$ cat config.mk
export PLATFORM = sky130hd
export DESIGN_NAME = servo_esc_slew_limiter_unit
export DESIGN_NICKNAME = d
export VERILOG_FILES = /design/src/rtl/sesl_pkg.sv /design/src/rtl/servo_esc_slew_limiter_unit.sv /design/src/rtl/sesl_walk.sv
export SDC_FILE = /design/constraint.sdc
export NUM_CORES = 1
export LEC_CHECK = 0
export BUFFER_PORTS_ARGS = -buffer_cell sky130_fd_sc_hd__buf_4
export CORE_ASPECT_RATIO = 1.4
export CORE_MARGIN = 5
export CORE_UTILIZATION = 45
export CTS_CLUSTER_DIAMETER = 200
export DETAILED_ROUTE_END_ITERATION = 12
export GPL_TIMING_DRIVEN = 0
export PLACE_DENSITY = 0.66
export SLEW_MARGIN = 25
export SYNTH_ARGS = -nofsm -noshare
export SYNTH_HDL_FRONTEND = slang
export SYNTH_HIERARCHICAL = 1
export SYNTH_SLANG_ARGS = --single-unit
$ cat constraint.sdc
create_clock -name aclk -period 4.9 [get_ports aclk]
set_input_delay 0.245 -clock aclk [delete_from_list [all_inputs] [get_ports aclk]]
set_output_delay 0.245 -clock aclk [all_outputs]
set_load 0.03 [all_outputs]
$ cat src/rtl/sesl_pkg.sv
// Shared types, constants and clamp helpers for the servo/ESC slew limiter.
`timescale 1ns / 1ps
`default_nettype none

package sesl_pkg;

    localparam int PULSE_W = 11;
    localparam int STEP_W  = 8;
    localparam int CMD_W   = 4;
    localparam int VAL_W   = 16;
    localparam int STAT_W  = 2;
    localparam int IN_W    = 48;
    localparam int OUT_W   = 96;
    localparam int CFG_A_W = 1;

    localparam logic [PULSE_W-1:0] SERVO_BOUND_LO = 11'd1000;
    localparam logic [PULSE_W-1:0] SERVO_BOUND_HI = 11'd2000;
    localparam logic [PULSE_W-1:0] ESC_BOUND_LO   = 11'd1500;
    localparam logic [PULSE_W-1:0] ESC_BOUND_HI   = 11'd1700;

    localparam logic [STEP_W-1:0]  STEP_RST       = 8'd8;
    localparam logic [PULSE_W-1:0] NEUTRAL_RST    = 11'd1500;
    localparam logic [PULSE_W-1:0] SERVO_LO_RST   = 11'd1300;
    localparam logic [PULSE_W-1:0] SERVO_HI_RST   = 11'd1700;
    localparam logic [PULSE_W-1:0] ESC_LO_RST     = 11'd1500;
    localparam logic [PULSE_W-1:0] ESC_HI_RST     = 11'd1600;

    typedef enum logic [CMD_W-1:0] {
        CMD_TICK         = 4'd0,
        CMD_SERVO_SET    = 4'd1,
        CMD_SERVO_CENTER = 4'd2,
        CMD_ARM          = 4'd3,
        CMD_DISARM       = 4'd4,
        CMD_ESC_NEUTRAL  = 4'd5,
        CMD_ESC_SET      = 4'd6,
        CMD_STOP         = 4'd7,
        CMD_SERVO_LIMITS = 4'd8,
        CMD_ESC_LIMITS   = 4'd9,
        CMD_QUERY        = 4'd10
    } cmd_t;

    typedef enum logic [STAT_W-1:0] {
        ST_OK         = 2'd0,
        ST_NOT_ARMED  = 2'd1,
        ST_ZERO_VALUE = 2'd2,
        ST_BAD_RANGE  = 2'd3
    } status_t;

    typedef enum logic [CFG_A_W-1:0] {
        REG_SLEW_STEP     = 1'b0,
        REG_NEUTRAL_PULSE = 1'b1
    } cfg_idx_t;

    // Result of one slew step on a channel.
    typedef struct packed {
        logic [PULSE_W-1:0] pulse;
        logic               moved;
    } walk_t;

    // Clamp a signed request into an unsigned pulse range.
    function automatic logic [PULSE_W-1:0] clamp_req(
        input logic signed [VAL_W-1:0] v,
        input logic [PULSE_W-1:0]      lo,
        input logic [PULSE_W-1:0]      hi
    );
        logic signed [VAL_W:0] vx;
        logic signed [VAL_W:0] lox;
        logic signed [VAL_W:0] hix;
        vx  = {v[VAL_W-1], v};
        lox = $signed({{(VAL_W+1-PULSE_W){1'b0}}, lo});
        hix = $signed({{(VAL_W+1-PULSE_W){1'b0}}, hi});
        if (vx < lox) begin
            return lo;
        end else if (vx > hix) begin
            return hi;
        end else begin
            return v[PULSE_W-1:0];
        end
    endfunction

    function automatic logic [PULSE_W-1:0] clamp_pulse(
        input logic [PULSE_W-1:0] v,
        input logic [PULSE_W-1:0] lo,
        input logic [PULSE_W-1:0] hi
    );
        if (v < lo) begin
            return lo;
        end else if (v > hi) begin
            return hi;
        end else begin
            return v;
        end
    endfunction

endpackage

`default_nettype wire

$ cat src/rtl/servo_esc_slew_limiter_unit.sv
// Top level of the two-channel servo/ESC slew limiter.
// Steering and throttle pulse widths are held here and changed by command
// transactions on the s_ stream; every accepted command returns exactly one
// status transaction on the m_ stream carrying the state after the command.
// A command is taken in every cycle in which the output register is empty
// or being drained, so throughput is one transaction per clock; the
// command decode, the clamps and the per-channel slew step form a single
// combinational pass into the state and result registers. s_tready is
// held low during reset. s_tuser[3:0] carries the command code; codes 11
// to 15 behave as query. Tick (code 0) walks each pulse toward its goal by
// at most slew_step us; while disarmed the throttle walks toward
// neutral_pulse.
// Configuration writes (index 0 slew_step, 1 neutral_pulse) take effect on
// the next command and move no state by themselves; write them only when
// the block is idle.
`timescale 1ns / 1ps
`default_nettype none

module servo_esc_slew_limiter_unit
    import sesl_pkg::*;
(
    input  wire logic               aclk,
    input  wire logic               aresetn,
    // config write port
    input  wire logic               cfg_wr_en,
    input  wire logic [CFG_A_W-1:0] cfg_wr_addr,
    input  wire logic [PULSE_W-1:0] cfg_wr_data,
    // command stream
    input  wire logic               s_tvalid,
    output logic                    s_tready,
    // s_tdata: value[15:0], limit_low[31:16], limit_high[47:32]
    input  wire logic [IN_W-1:0]    s_tdata,
    // s_tuser: cmd[3:0]
    input  wire logic [CMD_W-1:0]   s_tuser,
    // status stream
    output logic                    m_tvalid,
    input  wire logic               m_tready,
    // m_tdata: status[1:0], servo_pulse[12:2], servo_goal[23:13],
    //   esc_pulse[34:24], esc_goal[45:35], armed[46], servo_lo[57:47],
    //   servo_hi[68:58], esc_lo[79:69], esc_hi[90:80], servo_moved[91],
    //   esc_moved[92], zero[95:93]
    output logic [OUT_W-1:0]        m_tdata
);

    // registers
    logic [STEP_W-1:0]  step_reg;
    logic [PULSE_W-1:0] neutral_reg;
    logic [PULSE_W-1:0] servo_cur_reg, servo_cur_next;
    logic [PULSE_W-1:0] servo_tgt_reg, servo_tgt_next;
    logic [PULSE_W-1:0] esc_cur_reg,   esc_cur_next;
    logic [PULSE_W-1:0] esc_tgt_reg,   esc_tgt_next;
    logic               armed_reg,     armed_next;
    logic [PULSE_W-1:0] servo_lo_reg,  servo_lo_next;
    logic [PULSE_W-1:0] servo_hi_reg,  servo_hi_next;
    logic [PULSE_W-1:0] esc_lo_reg,    esc_lo_next;
    logic [PULSE_W-1:0] esc_hi_reg,    esc_hi_next;
    logic               m_valid_reg;
    logic [OUT_W-1:0]   m_data_reg,    m_data_next;

    logic                    s_accept;
    cmd_t                    cmd;
    logic signed [VAL_W-1:0] value;
    logic signed [VAL_W-1:0] lim_lo;
    logic signed [VAL_W-1:0] lim_hi;
    status_t                 status;
    logic                    smoved;
    logic                    emoved;
    logic [PULSE_W-1:0]      esc_goal;
    walk_t                   servo_walk;
    walk_t                   esc_walk;

    // Output register frees the input side whenever it drains.
    assign s_tready = aresetn && (!m_valid_reg || m_tready);
    assign s_accept = s_tvalid && s_tready;
    assign m_tvalid = m_valid_reg;
    assign m_tdata  = m_data_reg;

    assign cmd    = cmd_t'(s_tuser);
    assign value  = $signed(s_tdata[15:0]);
    assign lim_lo = $signed(s_tdata[31:16]);
    assign lim_hi = $signed(s_tdata[47:32]);

    // disarmed throttle idles toward neutral
    assign esc_goal = armed_reg ? esc_tgt_reg : neutral_reg;

    sesl_walk u_servo_walk (
        .now  (servo_cur_reg),
        .goal (servo_tgt_reg),
        .step (step_reg),
        .res  (servo_walk)
    );

    sesl_walk u_esc_walk (
        .now  (esc_cur_reg),
        .goal (esc_goal),
        .step (step_reg),
        .res  (esc_walk)
    );

    always_comb begin
        servo_cur_next = servo_cur_reg;
        servo_tgt_next = servo_tgt_reg;
        esc_cur_next   = esc_cur_reg;
        esc_tgt_next   = esc_tgt_reg;
        armed_next     = armed_reg;
        servo_lo_next  = servo_lo_reg;
        servo_hi_next  = servo_hi_reg;
        esc_lo_next    = esc_lo_reg;
        esc_hi_next    = esc_hi_reg;
        status         = ST_OK;
        smoved         = 1'b0;
        emoved         = 1'b0;

        unique case (cmd)
            CMD_TICK: begin
                servo_cur_next = servo_walk.pulse;
                esc_cur_next   = esc_walk.pulse;
                smoved         = servo_walk.moved;
                emoved         = esc_walk.moved;
            end
            CMD_SERVO_SET: begin
                if (value == '0) begin
                    status = ST_ZERO_VALUE;
                end else begin
                    servo_tgt_next = clamp_req(value, servo_lo_reg, servo_hi_reg);
                end
            end
            CMD_SERVO_CENTER: begin
                servo_tgt_next = neutral_reg;
            end
            CMD_ARM: begin
                armed_next   = 1'b1;
                esc_tgt_next = neutral_reg;
            end
            CMD_DISARM: begin
                armed_next   = 1'b0;
                esc_tgt_next = neutral_reg;
            end
            CMD_ESC_NEUTRAL: begin
                esc_tgt_next = neutral_reg;
            end
            CMD_ESC_SET: begin
                if (!armed_reg) begin
                    status = ST_NOT_ARMED;
                end else if (value == '0) begin
                    status = ST_ZERO_VALUE;
                end else begin
                    esc_tgt_next = clamp_req(value, esc_lo_reg, esc_hi_reg);
                end
            end
            CMD_STOP: begin
                armed_next     = 1'b0;
                esc_tgt_next   = neutral_reg;
                servo_tgt_next = neutral_reg;
                esc_cur_next   = neutral_reg;
                servo_cur_next = neutral_reg;
                smoved         = 1'b1;
                emoved         = 1'b1;
            end
            CMD_SERVO_LIMITS: begin
                if (lim_lo >= lim_hi) begin
                    status = ST_BAD_RANGE;
                end else begin
                    servo_lo_next  = clamp_req(lim_lo, SERVO_BOUND_LO, SERVO_BOUND_HI);
                    servo_hi_next  = clamp_req(lim_hi, SERVO_BOUND_LO, SERVO_BOUND_HI);
                    servo_tgt_next = clamp_pulse(servo_tgt_reg, servo_lo_next,
                                                 servo_hi_next);
                end
            end
            CMD_ESC_LIMITS: begin
                if (lim_lo >= lim_hi) begin
                    status = ST_BAD_RANGE;
                end else begin
                    esc_lo_next  = clamp_req(lim_lo, ESC_BOUND_LO, ESC_BOUND_HI);
                    esc_hi_next  = clamp_req(lim_hi, ESC_BOUND_LO, ESC_BOUND_HI);
                    esc_tgt_next = clamp_pulse(esc_tgt_reg, esc_lo_next, esc_hi_next);
                end
            end
            default: begin
                // query and unused codes: report only
            end
        endcase

        m_data_next = {3'b000, emoved, smoved, esc_hi_next, esc_lo_next,
                       servo_hi_next, servo_lo_next, armed_next, esc_tgt_next,
                       esc_cur_next, servo_tgt_next, servo_cur_next, status};
    end

    // config registers
    always_ff @(posedge aclk) begin
        if (!aresetn) begin
            step_reg    <= STEP_RST;
            neutral_reg <= NEUTRAL_RST;
        end else if (cfg_wr_en) begin
            unique case (cfg_idx_t'(cfg_wr_addr))
                REG_SLEW_STEP:     step_reg    <= cfg_wr_data[STEP_W-1:0];
                REG_NEUTRAL_PULSE: neutral_reg <= cfg_wr_data;
                default: begin
                end
            endcase
        end
    end

    // channel state, updated once per accepted transaction
    always_ff @(posedge aclk) begin
        if (!aresetn) begin
            servo_cur_reg <= NEUTRAL_RST;
            servo_tgt_reg <= NEUTRAL_RST;
            esc_cur_reg   <= NEUTRAL_RST;
            esc_tgt_reg   <= NEUTRAL_RST;
            armed_reg     <= 1'b0;
            servo_lo_reg  <= SERVO_LO_RST;
            servo_hi_reg  <= SERVO_HI_RST;
            esc_lo_reg    <= ESC_LO_RST;
            esc_hi_reg    <= ESC_HI_RST;
        end else if (s_accept) begin
            servo_cur_reg <= servo_cur_next;
            servo_tgt_reg <= servo_tgt_next;
            esc_cur_reg   <= esc_cur_next;
            esc_tgt_reg   <= esc_tgt_next;
            armed_reg     <= armed_next;
            servo_lo_reg  <= servo_lo_next;
            servo_hi_reg  <= servo_hi_next;
            esc_lo_reg    <= esc_lo_next;
            esc_hi_reg    <= esc_hi_next;
        end
    end

    // result register
    always_ff @(posedge aclk) begin
        if (!aresetn) begin
            m_valid_reg <= 1'b0;
        end else if (s_accept) begin
            m_valid_reg <= 1'b1;
        end else if (m_tready) begin
            m_valid_reg <= 1'b0;
        end
    end

    always_ff @(posedge aclk) begin
        if (s_accept) begin
            m_data_reg <= m_data_next;
        end
    end

    // ---------------------------------------------------------------
    // assertions
    // ---------------------------------------------------------------

    // rejected commands never report motion
    a_reject_no_move: assert property (@(posedge aclk) disable iff (!aresetn)
        (m_valid_reg && m_data_reg[1:0] != ST_OK) |-> !(m_data_reg[91] || m_data_reg[92]))
        else $error("motion reported on rejected command");

    // stop lands both pulses on the same neutral and disarms
    a_stop_snap: assert property (@(posedge aclk) disable iff (!aresetn)
        (s_accept && cmd == CMD_STOP) |=>
            (servo_cur_reg == esc_cur_reg) && !armed_reg)
        else $error("stop did not snap to neutral");

    // working limits stay ordered and inside the hard bounds
    a_servo_limits: assert property (@(posedge aclk) disable iff (!aresetn)
        s_accept |=> (servo_lo_reg <= servo_hi_reg) && (servo_lo_reg >= SERVO_BOUND_LO)
            && (servo_hi_reg <= SERVO_BOUND_HI))
        else $error("servo limits out of range");

    a_esc_limits: assert property (@(posedge aclk) disable iff (!aresetn)
        s_accept |=> (esc_lo_reg <= esc_hi_reg) && (esc_lo_reg >= ESC_BOUND_LO)
            && (esc_hi_reg <= ESC_BOUND_HI))
        else $error("esc limits out of range");

    // a finished result is never overwritten while stalled
    a_hold_result: assert property (@(posedge aclk) disable iff (!aresetn)
        (m_valid_reg && !m_tready) |=> m_valid_reg && $stable(m_data_reg))
        else $error("stalled result changed");

endmodule

`default_nettype wire

$ cat src/rtl/sesl_walk.sv
// One bounded slew step of a pulse toward its goal.
`timescale 1ns / 1ps
`default_nettype none

module sesl_walk
    import sesl_pkg::*;
(
    input  wire logic [PULSE_W-1:0] now,
    input  wire logic [PULSE_W-1:0] goal,
    input  wire logic [STEP_W-1:0]  step,
    output walk_t                   res
);

    logic signed [PULSE_W:0] diff;
    logic signed [PULSE_W:0] step_s;

    assign diff   = $signed({1'b0, goal}) - $signed({1'b0, now});
    assign step_s = $signed({{(PULSE_W+1-STEP_W){1'b0}}, step});

    always_comb begin
        res.pulse = now;
        res.moved = 1'b0;
        if (diff != '0 && step != '0) begin
            res.moved = 1'b1;
            if (diff > step_s) begin
                res.pulse = now + {{(PULSE_W-STEP_W){1'b0}}, step};
            end else if (diff < -step_s) begin
                res.pulse = now - {{(PULSE_W-STEP_W){1'b0}}, step};
            end else begin
                res.pulse = goal;
            end
        end
    end

endmodule

`default_nettype wire
==> reports/metrics.cfg, run 1 <==
[synthesis]
synth_edf_count=93
synthTopCellsByCount=nand2_1 (219), ha_1 (190), inv_1 (168)
yosysMostFrequentCell=nand2_1
ys_ff_latch=202
async_flop_share_pct=0
synthCells=2037
yosys_most_used_dff=dfxtp_1
synth_top_area_cell=edfxtp_1
synth-seq-area-share_pct=29.1
synth_area_um2=17100
postSynthAreaPerCell_um2=8.40
synth.distinct_cells=101
synth_area_leaders=edfxtp_1 (16%), ha_1 (14%), dfxtp_1 (13%), nand2_1 (4.8%), inv_1 (3.7%)
synth_top_area_share_pct=16.3
yosys_warnings=6

[drt]
routed_wirelength_um=65500
vias=17108
drc=0
routed_via_density=6.23
firstDrtPassIters=8
wire_per_inst_um=23.9
drt_iter0_drc=1660
antenna_left=0

[global_routing]
grt_pass1_wl_um=97600
gr-total-overflow=0
grt_start_max_net_pins=52
grt.total_usage_pct=29.9
grt_antenna_before_repair=0
first_global_vias=16796

[floorplan]
core_um2=37600
die_w_um=175
initial_utilization_pct=45.5
rows=84
ioPinCount=167
die_area_um2=42100
die_height_um=241

[cells_and_area]
design_area_um2=20300
fill_cells=3619
n_antenna_cell=0
layout.area.seq_um2=4990
area_delta_synth_final_pct=18.8
fin_nets=2520
multi_input_area_um2=11400
layout-drive-gt1-share_pct=15.5
largest_register_ffs=93

[setup_path]
critPathRequiredTime_ps=5290
arrival_ps=5330
startpoint_type=register
path_class=reg -> reg
critPathMaxFanout=6
cp-end-kind=register

[sta]
finalCritPeriodShare_pct=101
setup_viol=4
setup_slack_ps=-45.0
slew_headroom_pct=26.4
setup_tns_ps=-147
hold_viol_final=0
rsz0062_at_grt=true
fmax_mhz=202
tightest_slew_ps=1100
drv_slew=0
clock_skew_ps=22.8
fin_crit_ps=4950

[place]
place_congestion=0.975
dpl-instance-area_um2=19000
portBuffers=160
dp_hpwl_um=51500

[pwr]
p_leak_uw=0.00895
power.density_nw_per_um2=295
pwr-share-comb_pct=39.5
netSwitchingFraction_pct=37.3
pwr-share-seq_pct=32.5
power_frac_clock_pct=28.1
irDropWorstVdd_v=0.000221
switchingPower_uw=2240
p_int_uw=3750

[hold_path]
holdCritPathClass=in -> reg

[clock_network]
clkTransAtPathRegs_ps=60
cts_tree=built
clock-root-buffer=clkbuf_16
numCtsBuffers=23
cts_buffer_depth=3
insertion_delay_ps=530
htree_levels=1
cts.sinks=202

[status]
violations=negative setup slack
status=finished with violations

[flow_run]
maxCapViolCount=0

-- repair_timing --
| action | CTS | global route |
|---|---|---|
| setup buffers | 10 | 6 |
| endpoints found under the setup margin | 42 | 45 |
| resized for setup | 39 | 45 |
| hold buffers | 12 | 0 |
| hold endpoints to repair | 18 | 0 |
| pin swaps | 20 | 28 |
-- final timing paths --
kind	slack (ps)	end	cells past startpoint	startpoint
hold reg to reg	470	esc_hi_reg[2]	2	esc_hi_reg[2]
setup / recovery	-50	esc_cur_reg[8]	20	armed_reg
hold / removal	40	neutral_reg[0]	4	cfg_wr_en
setup reg to reg	-50	esc_cur_reg[8]	20	armed_reg
-- metal layers --
metal / part of all wire (%) / vias to the layer above / global-route usage (%)
met5: 0 / - / 0
met4: 7.4 / 0 / 19.1
met3: 5.9 / 223 / 3.53
met2: 49 / 744 / 53.0
met1: 38 / 8198 / 34.2
li1: - / 7943 / -
-- placed cells by master, fill, tap and decap left out, types with 29 or more instances in the layout --
cell	n
dfxtp_1	99
nor3_1	47
clkbuf_1	81
a21o_1	54
a31oi_1	39
nand2_1	219
nand3_1	50
and2_1	31
o21ai_0	114
and3_1	43
buf_4	178
inv_1	166
nor2_1	108
a211oi_1	30
ha_1	184
o21a_1	29
nand4_1	29
edfxtp_1	93
a21oi_1	116
nand2b_1	31
-- kinds of logic after synthesis --
| group | after synthesis | synth area share (%) |
|---|---|---|
| xor gates and xnor gates | 37 | 1.89 |
| adders and majority gates | 197 | 14.7 |
| other | 1 | 0.0219 |
| muxes | 61 | 3.88 |
| and+or+nand+nor | 686 | 20.6 |
| buffers and inverters | 264 | 6.13 |
| DFF | 202 | 29.1 |
| AOI/OAI and AO/OA | 589 | 23.8 |
-- final cells by class --
cell class	count	share of cell area, %
sequential	202	24.6
clock buffer	32	3.10
clock inverter	9	0.425
tap	473	2.91
multi-input combinational	1575	56.2
timing repair buffer	190	7.46
buffer	95	2.18
inverter	168	3.10
-- power by group through the flow --
stage          Clock [uW]  Combinational, uW  Sequential, uW
2_1_floorplan           0               1420            1990
3_3_place_gp            0               2060            1980
3_5_place_dp            0               2100            1980
4_1_cts              1710               2200            1940
5_1_grt              1770               2550            1950
6_report             1680               2360            1940
-- stage by stage --
step,utilization [%],instances,worst slack [ps],power [uW],hold WS (ps)
after floorplan,-,2041,28.5,3420,369
after global placement,50.3,2674,-1570,4040,445
after detailed placement,50.4,2676,-644,4070,464
after CTS,53.3,2739,-137,5840,20.7
after global routing,54.0,2744,-148,6270,41.7
final,54.0,2744,-45.0,5990,38.2
-- critical path, stage by stage, from the launching register on --
cell,delay [ps]
dfxtp_4,370
clkbuf_16,150
mux2_2,390
ha_1,270
or4_4,580
o22ai_4,140
xor2_2,210
inv_2,70
ha_4,270
nand4_1,90
a31oi_2,180
a211oi_2,50
maj3_2,300
o211a_4,160
or2_1,220
buf_6,140
mux2_4,300
a221o_1,340
a221o_1,400
nor2_1,110
a31oi_1,40
No activity file was read; power rests on OpenSTA's default activity.
==> run 2: changes to the inputs <==
- BUFFER_PORTS_ARGS: -buffer_cell sky130_fd_sc_hd__buf_4 -> unset
- CTS_BUF_LIST: unset -> sky130_fd_sc_hd__clkbuf_16
- DONT_BUFFER_PORTS: unset -> 1
- PLACE_DENSITY: 0.66 -> unset
==> run 2 against run 1 <==
Compared with the run above: the run still ends with negative setup slack left; setup slack worse by 94 ps; worst hold slack better by 11 ps; fmax is 1.9% lower; global-route usage is 0.52 points lower; critical path type unchanged; routed wire length is 1.5% lower; design area shrank 6.2%; clock power increased by 3%; combinational power decreased by 8.9%; critical endpoint unchanged.
==> reports/metrics.cfg, run 2 (same netlist as run 1, synthesis figures left out) <==
[global_routing]
gr-total-overflow=0  ; unchanged
grt_pass1_wl_um=95600  ; -2.0%
grt_start_max_net_pins=50  ; -3.8%
first_global_vias=15844  ; -5.7%
grt_antenna_before_repair=0  ; unchanged
grt.total_usage_pct=29.4  ; -0.52 points

[drt]
drt_iter0_drc=1261  ; -24%
wire_per_inst_um=25.0  ; +4.6%
antenna_left=0  ; unchanged
firstDrtPassIters=6  ; -2
routed_wirelength_um=64600  ; -1.5%
drc=0  ; unchanged
routed_via_density=6.31  ; +1.2%
vias=16297  ; -4.7%

[status]
status=finished with violations
violations=negative setup slack

[cells_and_area]
final_cell_mix=nand2_1 (219), ha_1 (186), inv_1 (170)
final_common_cell=nand2_1
design_area_um2=19000  ; -6.2%
area_delta_synth_final_pct=11.4
fill_cells=3612  ; -0.19%
n_antenna_cell=0  ; unchanged
layout-drive-gt1-share_pct=8.67  ; -6.8 points
fin_nets=2360  ; -6.3%
largest_register_ffs=93  ; unchanged

[pwr]
pwr-share-seq_pct=34.1  ; +1.6 points
power_frac_clock_pct=29.4  ; +1.3 points
switchingPower_uw=2210  ; -1.3%
netSwitchingFraction_pct=37.5  ; +0.19 points
power_uw=5890  ; -1.8%
irDropWorstVdd_v=0.000261  ; +18%
p_leak_uw=0.00819  ; -8.6%
power.density_nw_per_um2=309  ; +4.8%
p_int_uw=3680  ; -2.0%
pwr-share-comb_pct=36.5  ; -3.0 points

[sta]
setup_slack_ps=-139  ; -93.9 ps
tightest_slew_ps=1060  ; -40.2 ps
fin_crit_ps=5040  ; +93.9 ps
finalCritPeriodShare_pct=103  ; +1.9 points
drv_slew=0  ; unchanged
slew_headroom_pct=29.1  ; +2.7 points
setup_tns_ps=-814  ; -667 ps
rsz0062_at_grt=true
fmax_mhz=198  ; -1.9%
clock_skew_ps=13.5  ; -9.37 ps
hold_viol_final=0  ; unchanged
setup_viol=13  ; +9

[clock_network]
cts.sinks=202  ; unchanged
clkTransAtPathRegs_ps=70  ; about the same
cts_buffer_depth=3  ; unchanged
clock-root-buffer=clkbuf_16
insertion_delay_ps=540  ; about the same
numCtsBuffers=23  ; unchanged
htree_levels=1  ; unchanged
cts_tree=built

[setup_path]
critPathMaxFanout=8  ; +2
startpoint_type=register
regToRegSetupSlack_ps=-140  ; -90 ps
arrival_ps=5430  ; +100 ps
cp-end-kind=register
critPathRequiredTime_ps=5300  ; about the same
path_class=reg -> reg

[floorplan]
core_um2=37600  ; unchanged
initial_utilization_pct=45.5  ; unchanged
die_area_um2=42100  ; unchanged
die_w_um=175  ; unchanged
die_height_um=241  ; unchanged
rows=84  ; unchanged
ioPinCount=167  ; unchanged

[place]
dp_hpwl_um=50500  ; -1.8%
pre_cts_slack_ps=-664  ; -20.8 ps
place_congestion=0.944  ; -3.1%
dpl-instance-area_um2=17800  ; -6.3%
portBuffers=0  ; -100%

[hold_path]
holdCritPathClass=in -> reg

[flow_run]
maxCapViolCount=0  ; unchanged

run 2: final timing paths:
kind	end	cells after the start	startpoint
setup / recovery	esc_cur_reg[8]	20	armed_reg
hold / removal	neutral_reg[0]	3	cfg_wr_addr
setup reg to reg	esc_cur_reg[8]	20	armed_reg
hold reg to reg	esc_hi_reg[2]	2	esc_hi_reg[2]
run 2: per-stage QoR:
stage / cells / hold WS (ps) / util, %
floorplan: 2041 / 369 / -
global placement: 2514 / 376 / 47.1
detailed placement: 2516 / 379 / 47.2
CTS: 2578 / 10.3 / 50.1
global route: 2584 / 71.4 / 50.6
finish: 2584 / 48.7 / 50.6
run 2: what timing repair did:
| item | in CTS | in global routing |
|---|---|---|
| gates resized for setup | 32 | 38 |
| pin swaps | 13 | 25 |
| endpoints found under the setup margin | 42 | 29 |
| setup buffers | 6 | 9 |
| hold endpoints to repair | 20 | 0 |
| hold buffers | 15 | 0 |
run 2: layout make-up:
cell class                 count  area [um2]  area share, %
timing repair buffer          31         315           1.66
clock buffer                  24         601           3.15
multi-input combinational   1575       11400           59.6
buffer                        94         432           2.27
tap                          473         592           3.11
sequential                   202        4990           26.2
inverter                     168         631           3.31
clock inverter                17         133          0.696
run 2: routing by layer:
metal	up-vias	track usage, %	routed length (um)
met5	-	0	0
met4	0	14.2	3810
met3	188	3.93	4340
met2	714	53.3	31700
met1	7748	34.2	24700
li1	7647	-	-
run 2: worst max-delay path: stages (launching register included):
cell and delay [ps]:
dfxtp_4 380, clkbuf_16 150, mux2_4 330, ha_4 250
a21o_1 170, or4_1 480, o22ai_2 140, xor2_1 240
inv_1 110, ha_4 280, nand4_1 80, a31oi_1 220
a211oi_1 80, maj3_2 310, o211a_4 160, or2_4 260
mux2_4 310, a221o_1 370, a221o_1 410, nor2_1 120
a31oi_1 50
run 2: power groups by stage:
stage	Clock (uW)	Combinational, uW	Sequential (uW)
floorplan	0	1420	1990
CTS	1750	1990	2010
global placement	0	1860	2050
finish	1730	2150	2010
detailed placement	0	1900	2040
global route	1820	2340	2010
